**src/rtl/core/lccc_pkg.sv**
```systemverilog
`default_nettype none

package lccc_pkg;

  localparam int RANGE_COUNT_DEF = 8;
  localparam int DIV_W           = 32;
  localparam int LOAD_W          = 17;
  localparam int CODE_W          = 12;
  localparam int NUM_W           = LOAD_W + CODE_W;

  // Configuration register indexes
  localparam logic [1:0] REG_ISET_EN  = 2'd0;
  localparam logic [1:0] REG_MAX_RES  = 2'd1;
  localparam logic [1:0] REG_EXT_RES  = 2'd2;

  // Divider status seen by the sequencer
  typedef struct packed {
    logic busy;
    logic done;
  } lccc_div_stat_t;

  // Nominal full-scale current of each range, in microamps
  function automatic logic [15:0] nom_fs(input logic [2:0] idx);
    logic [15:0] v;
    case (idx)
      3'd0:    v = 16'd5000;
      3'd1:    v = 16'd10000;
      3'd2:    v = 16'd15000;
      3'd3:    v = 16'd20000;
      3'd4:    v = 16'd23000;
      3'd5:    v = 16'd25000;
      3'd6:    v = 16'd30000;
      default: v = 16'd50000;
    endcase
    return v;
  endfunction

  // 4095 * load, formed as (load << 12) - load
  function automatic logic [NUM_W-1:0] code_num(input logic [LOAD_W-1:0] load);
    return {load, {CODE_W{1'b0}}} - {{CODE_W{1'b0}}, load};
  endfunction

endpackage

`default_nettype wire

```
**src/rtl/core/led_current_code_calc.sv**
```systemverilog
// Sequence: fixed-range mode runs one division; scaled mode searches the ranges, then divides
//   twice, or once with a zero external resistor, and reports an error with no division.
// Throughput: one transaction at a time; the bit-serial divider (run up to twice in scaled
//   mode) sets the rate. A new load may be accepted in the strobe cycle.
// Reset: synchronous, active high; configuration registers return to enable=1, 60000 / 60000 ohms.
// The result is shown for exactly one cycle under done; the receiver cannot stall.
`default_nettype none

module led_current_code_calc
  import lccc_pkg::*;
#(
  parameter int RANGE_COUNT = RANGE_COUNT_DEF
) (
  input  wire logic              clk,
  input  wire logic              rst,
  // command channel
  input  wire logic              start,
  output logic                   busy,
  input  wire logic [LOAD_W-1:0] load_ua,
  // configuration write channel
  input  wire logic              cfg_valid,
  output logic                   cfg_ready,
  input  wire logic [1:0]        cfg_index,
  input  wire logic [19:0]       cfg_data,
  // result
  output logic                   done,
  output logic                   error,
  output logic [2:0]             range_index,
  output logic [CODE_W-1:0]      current_code,
  output logic [7:0]             low_byte,
  output logic [6:0]             high_byte
);

  localparam logic [2:0] LAST_IDX = 3'(RANGE_COUNT - 1);

  typedef enum logic [5:0] {
    ST_IDLE = 6'b000001,
    ST_MUL  = 6'b000010,
    ST_SRCH = 6'b000100,
    ST_CMP  = 6'b001000,
    ST_DIV1 = 6'b010000,
    ST_DIV2 = 6'b100000
  } seq_t;

  seq_t state;

  // configuration registers
  logic        iset_en;
  logic [15:0] max_res;
  logic [19:0] ext_res;

  // working registers
  logic [LOAD_W-1:0] load_r;
  logic [2:0]        idx;
  logic [37:0]       lhs;   // (load + 1) * ext_res
  logic [31:0]       prod;  // nominal * max_res
  logic              found;
  logic              accept;

  // divider hookup
  logic                 div_start;
  logic [DIV_W-1:0]     div_dvd;
  logic [DIV_W-1:0]     div_dvs;
  logic [DIV_W-1:0]     div_q;
  lccc_div_stat_t       div_stat;

  assign cfg_ready = 1'b1;
  assign busy      = (state != ST_IDLE);
  assign accept    = start && !busy;

  // load < floor(P / E) is the same as (load + 1) * E <= P; a zero E always passes
  assign found = (lhs <= {6'b0, prod});

  // ---------------------------------------------------------------------------
  // Configuration writes
  // ---------------------------------------------------------------------------
  always_ff @(posedge clk) begin
    if (rst) begin
      iset_en <= 1'b1;
      max_res <= 16'd60000;
      ext_res <= 20'd60000;
    end else if (cfg_valid && cfg_ready) begin
      unique case (cfg_index)
        REG_ISET_EN: iset_en <= cfg_data[0];
        REG_MAX_RES: max_res <= cfg_data[15:0];
        REG_EXT_RES: ext_res <= cfg_data;
        default: ;  // drop writes to unused indexes
      endcase
    end
  end

  // ---------------------------------------------------------------------------
  // Divider launch: fixed-range code, scaled full-scale, or code after scaling
  // ---------------------------------------------------------------------------
  always_comb begin
    div_start = 1'b0;
    div_dvd   = '0;
    div_dvs   = '0;
    unique case (state)
      ST_IDLE: begin
        if (accept && !iset_en) begin
          div_start = 1'b1;
          div_dvd   = DIV_W'(code_num(load_ua));
          div_dvs   = DIV_W'(nom_fs(LAST_IDX));
        end
      end
      ST_CMP: begin
        if (found) begin
          div_start = 1'b1;
          if (ext_res == '0) begin
            // saturated full-scale
            div_dvd = DIV_W'(code_num(load_r));
            div_dvs = '1;
          end else begin
            div_dvd = prod;
            div_dvs = DIV_W'(ext_res);
          end
        end
      end
      ST_DIV1: begin
        if (div_stat.done) begin
          div_start = 1'b1;
          div_dvd   = DIV_W'(code_num(load_r));
          div_dvs   = div_q;
        end
      end
      default: ;
    endcase
  end

  lccc_div #(
    .W(DIV_W)
  ) u_div (
    .clk      (clk),
    .rst      (rst),
    .start    (div_start),
    .dividend (div_dvd),
    .divisor  (div_dvs),
    .stat     (div_stat),
    .quotient (div_q)
  );

  // ---------------------------------------------------------------------------
  // Sequencer
  // ---------------------------------------------------------------------------
  always_ff @(posedge clk) begin
    if (rst) begin
      state <= ST_IDLE;
      done  <= 1'b0;
    end else begin
      done <= 1'b0;
      unique case (state)
        ST_IDLE: begin
          if (accept) begin
            state <= iset_en ? ST_MUL : ST_DIV2;
          end
        end
        ST_MUL:  state <= ST_SRCH;
        ST_SRCH: state <= ST_CMP;
        ST_CMP: begin
          if (found) begin
            state <= (ext_res == '0) ? ST_DIV2 : ST_DIV1;
          end else if (idx == LAST_IDX) begin
            // no range fits: report error now
            state <= ST_IDLE;
            done  <= 1'b1;
          end else begin
            state <= ST_SRCH;
          end
        end
        ST_DIV1: begin
          if (div_stat.done) begin
            state <= ST_DIV2;
          end
        end
        ST_DIV2: begin
          if (div_stat.done) begin
            state <= ST_IDLE;
            done  <= 1'b1;
          end
        end
        default: state <= ST_IDLE;
      endcase
    end
  end

  // Datapath and result registers
  always_ff @(posedge clk) begin
    unique case (state)
      ST_IDLE: begin
        if (accept) begin
          load_r      <= load_ua;
          idx         <= '0;
          range_index <= LAST_IDX;  // fixed mode keeps this
        end
      end
      ST_MUL: begin
        lhs <= {20'd0, {1'b0, load_r} + 18'd1} * {18'd0, ext_res};
      end
      ST_SRCH: begin
        prod <= nom_fs(idx) * max_res;
      end
      ST_CMP: begin
        if (found) begin
          range_index <= idx;
        end else if (idx == LAST_IDX) begin
          error        <= 1'b1;
          range_index  <= '0;
          current_code <= '0;
          low_byte     <= '0;
          high_byte    <= '0;
        end else begin
          idx <= idx + 3'd1;
        end
      end
      ST_DIV2: begin
        if (div_stat.done) begin
          error        <= 1'b0;
          current_code <= div_q[CODE_W-1:0];
          low_byte     <= div_q[7:0];
          high_byte    <= {range_index, div_q[11:8]};
        end
      end
      default: ;
    endcase
  end

  // ---------------------------------------------------------------------------
  // Assertions
  // ---------------------------------------------------------------------------
  a_div_idle_on_start: assert property (@(posedge clk) disable iff (rst)
    div_start |-> !div_stat.busy)
    else $error("divider launched while still running");

  a_done_single: assert property (@(posedge clk) disable iff (rst)
    done |=> !done)
    else $error("result strobe lasted more than one cycle");

  a_error_zero: assert property (@(posedge clk) disable iff (rst)
    (done && error) |-> (range_index == '0 && current_code == '0 && high_byte == '0))
    else $error("error result carries nonzero codes");

  a_accept_busy: assert property (@(posedge clk) disable iff (rst)
    accept |=> (busy && !done))
    else $error("accepted transaction did not occupy the block");

endmodule

`default_nettype wire

```
**src/rtl/core/lccc_div.sv**
```systemverilog
`default_nettype none

module lccc_div
  import lccc_pkg::*;
#(
  parameter int W = DIV_W
) (
  input  wire logic         clk,
  input  wire logic         rst,
  input  wire logic         start,
  input  wire logic [W-1:0] dividend,
  input  wire logic [W-1:0] divisor,
  output lccc_div_stat_t    stat,
  output logic [W-1:0]      quotient
);

  localparam int CNT_W = $clog2(W);

  logic [W-1:0]     rem;
  logic [W-1:0]     quo;
  logic [W-1:0]     dvs;
  logic [CNT_W-1:0] cnt;
  logic             active;
  logic             done_r;
  logic [W:0]       trial;
  logic             ge;

  // One quotient bit per cycle, restoring form
  assign trial = {rem, quo[W-1]} - {1'b0, dvs};
  assign ge    = !trial[W];

  always_ff @(posedge clk) begin
    if (rst) begin
      active <= 1'b0;
      done_r <= 1'b0;
    end else begin
      done_r <= 1'b0;
      if (start) begin
        active <= 1'b1;
      end else if (active && cnt == CNT_W'(W - 1)) begin
        active <= 1'b0;
        done_r <= 1'b1;
      end
    end
  end

  always_ff @(posedge clk) begin
    if (start) begin
      rem <= '0;
      quo <= dividend;
      dvs <= divisor;
      cnt <= '0;
    end else if (active) begin
      rem <= ge ? trial[W-1:0] : {rem[W-2:0], quo[W-1]};
      quo <= {quo[W-2:0], ge};
      cnt <= cnt + 1'b1;
    end
  end

  assign stat.busy = active;
  assign stat.done = done_r;
  assign quotient  = quo;

endmodule

`default_nettype wire

```
**config.mk**
```make
export PLATFORM = sky130hd
export DESIGN_NAME = led_current_code_calc
export DESIGN_NICKNAME = d
export VERILOG_FILES = /design/src/rtl/core/lccc_pkg.sv /design/src/rtl/core/led_current_code_calc.sv /design/src/rtl/core/lccc_div.sv
export SDC_FILE = /design/constraint.sdc
export NUM_CORES = 2
export LEC_CHECK = 0
export CAP_MARGIN = 20
export CORE_AREA = 2 2 293 295
export DETAILED_ROUTE_END_ITERATION = 8
export DIE_AREA = 0 0 295 297
export DONT_BUFFER_PORTS = 1
export HOLD_SLACK_MARGIN = 0.08
export PLACE_DENSITY_LB_ADDON = 0.08
export SLEW_MARGIN = 20
export SYNTH_ARGS = -nofsm -noshare
export SYNTH_HDL_FRONTEND = slang
export SYNTH_HIERARCHICAL = 1
export SYNTH_SLANG_ARGS = --single-unit
```
**constraint.sdc**
```tcl
create_clock -name clk -period 9.6 [get_ports clk]
set_clock_uncertainty 0.2 [all_clocks]
set_input_delay 1.44 -clock clk [delete_from_list [all_inputs] [get_ports clk]]
set_output_delay 1.44 -clock clk [all_outputs]
set_load 0.02 [all_outputs]
```
Word-level counts from Yosys, hierarchy flattened --
Index checks and enable logic that the tools add are counted.
Word-level totals: register bits 268
Operators by class: add/subtract/negate cells 6, multipliers 2, magnitude comparators 1, equal/unequal tests 24, mux-type cells 57, reductions and logical operators 22
Operator list (number):
- $mux 32 | 8
- $pmux 32 s3 | 2
- $pmux 16 s7 | 1
- $mux 29 | 2
- $sub 29x17->29 | 2
- $le 38x32->1 | 1
- $mul 18x20->38 | 1
- $mux 12 | 3
- $mux 6 | 6
- $pmux 6 s6 | 1
- $sub 33x32->33 | 1
- $mul 16x16->32 | 1
- $mux 16 | 2
- $mux 8 | 3
- $pmux 12 s2 | 1
- $mux 3 | 7
- $mux 7 | 3
- $logic_not 20->1 | 1
- $add 17x1->18 const B | 1
- $pmux 8 s2 | 1
- $pmux 7 s2 | 1
- $eq 3x3->1 const B | 4
- $pmux 3 s2 | 2
- $mux 1 | 11
- 28 further kinds | 46

Longest topological paths before layout --
depth in word-level cells 7, mapped depth 30

Modules after synthesis --
Netlist, hierarchy kept.
Modules (own cells, without submodules):
- led_current_code_calc | instances 1, cells an instance 3153, area an instance 27528.9 µm², seq. area each 4063.9 µm²
- lccc_div | instances 1, cells an instance 582, area an instance 5947.0 µm², seq. area each 2702.6 µm²

Worst setup path before layout --
No wires, ideal clock.
path kind reg2reg, start register idx[0], end register prod[30] (data pin), setup time 195 ps, data arrival time 7358 ps, data required time 9205 ps, slack 1847 ps, stages on the path, launching flop included 26, buffers on the path 3, clock period less this slack 7753 ps, cell sequence edfxtp_1 -> inv_1 -> ha_1 -> or2_2 -> clkbuf_1 -> nor3_1 -> or2_0 -> clkbuf_1 -> clkbuf_1 -> nand2_1 -> fa_1 -> inv_1 -> fa_1 -> fa_1 -> fa_1 -> fa_1 -> inv_1 -> fa_1 -> inv_1 -> ha_1 -> a21o_1 -> a21o_1 -> o41ai_1 -> o21a_1 -> o21ai_0 -> o311ai_0
On the way: longest elaborated chain between the ends 4
RTL lines:
- start, declared | line led_current_code_calc.sv:54 | logic [2:0] idx;
- start signal, assigned | line led_current_code_calc.sv:213 | idx <= idx + 3'd1;
- $eq 3x3->1, or another cell as far along | line lccc_pkg.sv:25 | case (idx)
- $pmux 16 s7 (*) | line lccc_pkg.sv:25
- $mux 16 (*) | line led_current_code_calc.sv:189 | unique case (state)
- $mul 16x16->32 (*) | line led_current_code_calc.sv:201 | prod <= nom_fs(idx) * max_res;
- end signal, assigned | line led_current_code_calc.sv:201
- end, declared | line led_current_code_calc.sv:56 | logic [31:0] prod;
Mark *: on every way between the ends. The rest lies on a longest branch, timed or not. The select of a mux whose other input is x is not followed. A chain may end at the register's enable or synchronous reset.

Worst setup path after layout --
start register load_r[0], end register lhs[36] (data pin)
On the way: longest elaborated chain between the ends 2
RTL lines:
- start, declared | line led_current_code_calc.sv:53 | logic [LOAD_W-1:0] load_r;
- start signal, assigned | line led_current_code_calc.sv:192 | load_r <= load_ua;
- $add 17x1->18 | line led_current_code_calc.sv:198 | lhs <= {20'd0, {1'b0, load_r} + 18'd1} * {18'd0, ext_res};
- $mul 18x20->38 | line led_current_code_calc.sv:198
- end signal, assigned | line led_current_code_calc.sv:198
- end, declared | line led_current_code_calc.sv:55 | logic [37:0] lhs;
No other way between the ends.

==> impl_metrics.ini <==
[status]
status = finished, final reports clean

[detailed_routing]
wirelength_mm = 98.4
postRouteAntennaNets = 0
wire_per_inst_um = 20.6
vias = 24800
first_pass_iters = 5
via_per_inst = 5.18
drcViolationCount = 0
drt-initial-drc-count = 1639

[floorplan]
core_um2 = 84500
die_w_um = 295
ios = 77
rows = 107
initial_utilization_pct = 39.6
die_h_um = 297
die_area_um2 = 87600

[synthesis]
syn_avg_cell_area_um2 = 8.96
syn_nets = 4513
synth.cell_area_um2 = 33500
synthCells = 3734
ys_warn_count = 6

[place]
hpwl_mm = 77.8
io_buffers = 0
place_ws_ps = 698
place_congestion = 0.843
place_area_um2 = 34700

[worst_setup_path]
cp_num_buf_inv = 4
arrival_ps = 9050
cpPeakStageDelay_ps = 910
crit_fanout = 11
slowest_stage = a2111oi_0
worstPathRequired_ps = 9720
end_kind = flip-flop
crit_family = adder cells
crit_type = reg2reg
crit_top_cell = fa_1
start_kind = flip-flop

[pwr]
vdd_drop_max_mv = 0.425
powerDensity_nw_per_um2 = 370
p_leak_nw = 16.7

[timing]
tns_ps = 0
period_share_pct = 92.9
drv_slew = 0
worst_pin_slew_ps = 1090
setup_ws_ps = 679
clock.fmax_mhz = 112
grt_setup_unrepaired = no
post-route-min-period_ps = 8920
finalSetupViolCount = 0
slew_headroom_pct = 27.2
final_hold_viol_count = 0
hold_slack_ps = 254

[grt]
first_global_vias = 25900
overflow = 0
grt_max_degree = 56
gr-usage-all-layers_pct = 23.0
grt_pass1_wl_mm = 154
grt_antenna_before_repair = 2

[clocking]
tritoncts = built
clock-sinks = 253
clockRootBuffer = clkbuf_16
clk_pin_slew_worst_paths_ps = 70
cts_max_level = 1
cts_hold_buffers = 0
clk_latency_ps = 590
cts_resized = 0
cts_buffer_depth = 3
cts-buffers-inserted = 29
postCtsSetupBuffers = 0

[min_path]
hp-class = reg2reg

[cells_and_area]
finish.utilization_pct = 42.2
fill_cells = 8589
design_area_um2 = 35600
regArea_um2 = 6770
area_growth_pct = 6.49
multi_input_area_um2 = 23600
drive_gt1_share_pct = 5.30
final_nets = 4400

[run]
maxCapViolCount = 0
==> power by group <==
group	total (mW)	switching, mW	internal (mW)
clock	1.12	0.485	0.638
sequential	1.85	0.130	1.72
combinational	10.2	6.00	4.20
total	13.2	6.61	6.56
==> layout by cell type, fill, tap and decap left out, drive strengths merged, types with 18 or more instances in the layout <==
master / n
nand3b: 22
nand3: 42
a211oi: 34
or3: 18
o21ai: 97
mux2: 34
buf: 61
xor2: 33
a21o: 44
dfxtp: 83
nor4: 22
nand4: 27
xnor2: 101
fa: 441
nand2: 563
nor2: 150
inv: 649
edfxtp: 170
ha: 295
mux2i: 36
nand2b: 18
nor2b: 18
clkbuf: 33
and2: 246
nor3: 33
a21oi: 135
==> worst reg2reg max path, cell delays in order (launching register included) <==
cell and delay, ps:
edfxtp_1 570, ha_1 310, nand3_1 200, or2_2 410
nor2_1 140, nand2_1 100, xnor2_2 440, buf_4 290
nand2_1 90, fa_1 500, inv_1 60, fa_1 570
fa_1 450, fa_1 460, fa_1 490, inv_1 50
fa_1 470, inv_1 40, ha_1 400, and3_1 280
and3_1 200, nand2_1 70, a2111oi_0 910, nor2_1 220
a211oi_1 430, or2_2 190, o311ai_0 120
==> final timing paths <==
check | from | endpoint | slack, ps | depth (start not counted)
hold reg to reg | ext_res[4] | ext_res[4] | 250 | 2
setup reg to reg | load_r[0] | lhs[36] | 680 | 26
setup / recovery | load_r[0] | lhs[36] | 680 | 26
hold / removal | ext_res[4] | ext_res[4] | 250 | 2
==> through the flow <==
step	instances	power [mW]
detailed placement	4734	12.1
CTS	4787	13.4
floorplan	3734	9.65
global route	4787	14.9
global placement	4733	12.2
finish	4788	13.2
==> flip-flops by register name, summed over array words and instances, names as in the netlist, 7 cells and up <==
name	count
u_div/dvs	32
u_div/rem	32
high_byte	7
load_r	17
prod	29
lhs	38
low_byte	7
ext_res	20
u_div/quotient	32
max_res	16
==> area by class of cell <==
class | count | area share (%)
Tap cell | 1144 | 4.02
Clock buffer | 33 | 2.08
Sequential cell | 253 | 19.0
Timing Repair Buffer | 61 | 1.31
Inverter | 648 | 6.82
Antenna cell | 1 | 0.00702
Multi-Input combinational cell | 2628 | 66.2
Clock inverter | 20 | 0.562
==> routing by layer <==
metal	wire length [µm]	GRT usage (%)	vias up
li1	-	-	11700
met1	46400	33.0	12500
met2	43800	36.1	559
met3	6670	4.74	76
met4	1530	3.63	2
met5	13	0	-
(Power assumes the default switching activity.)
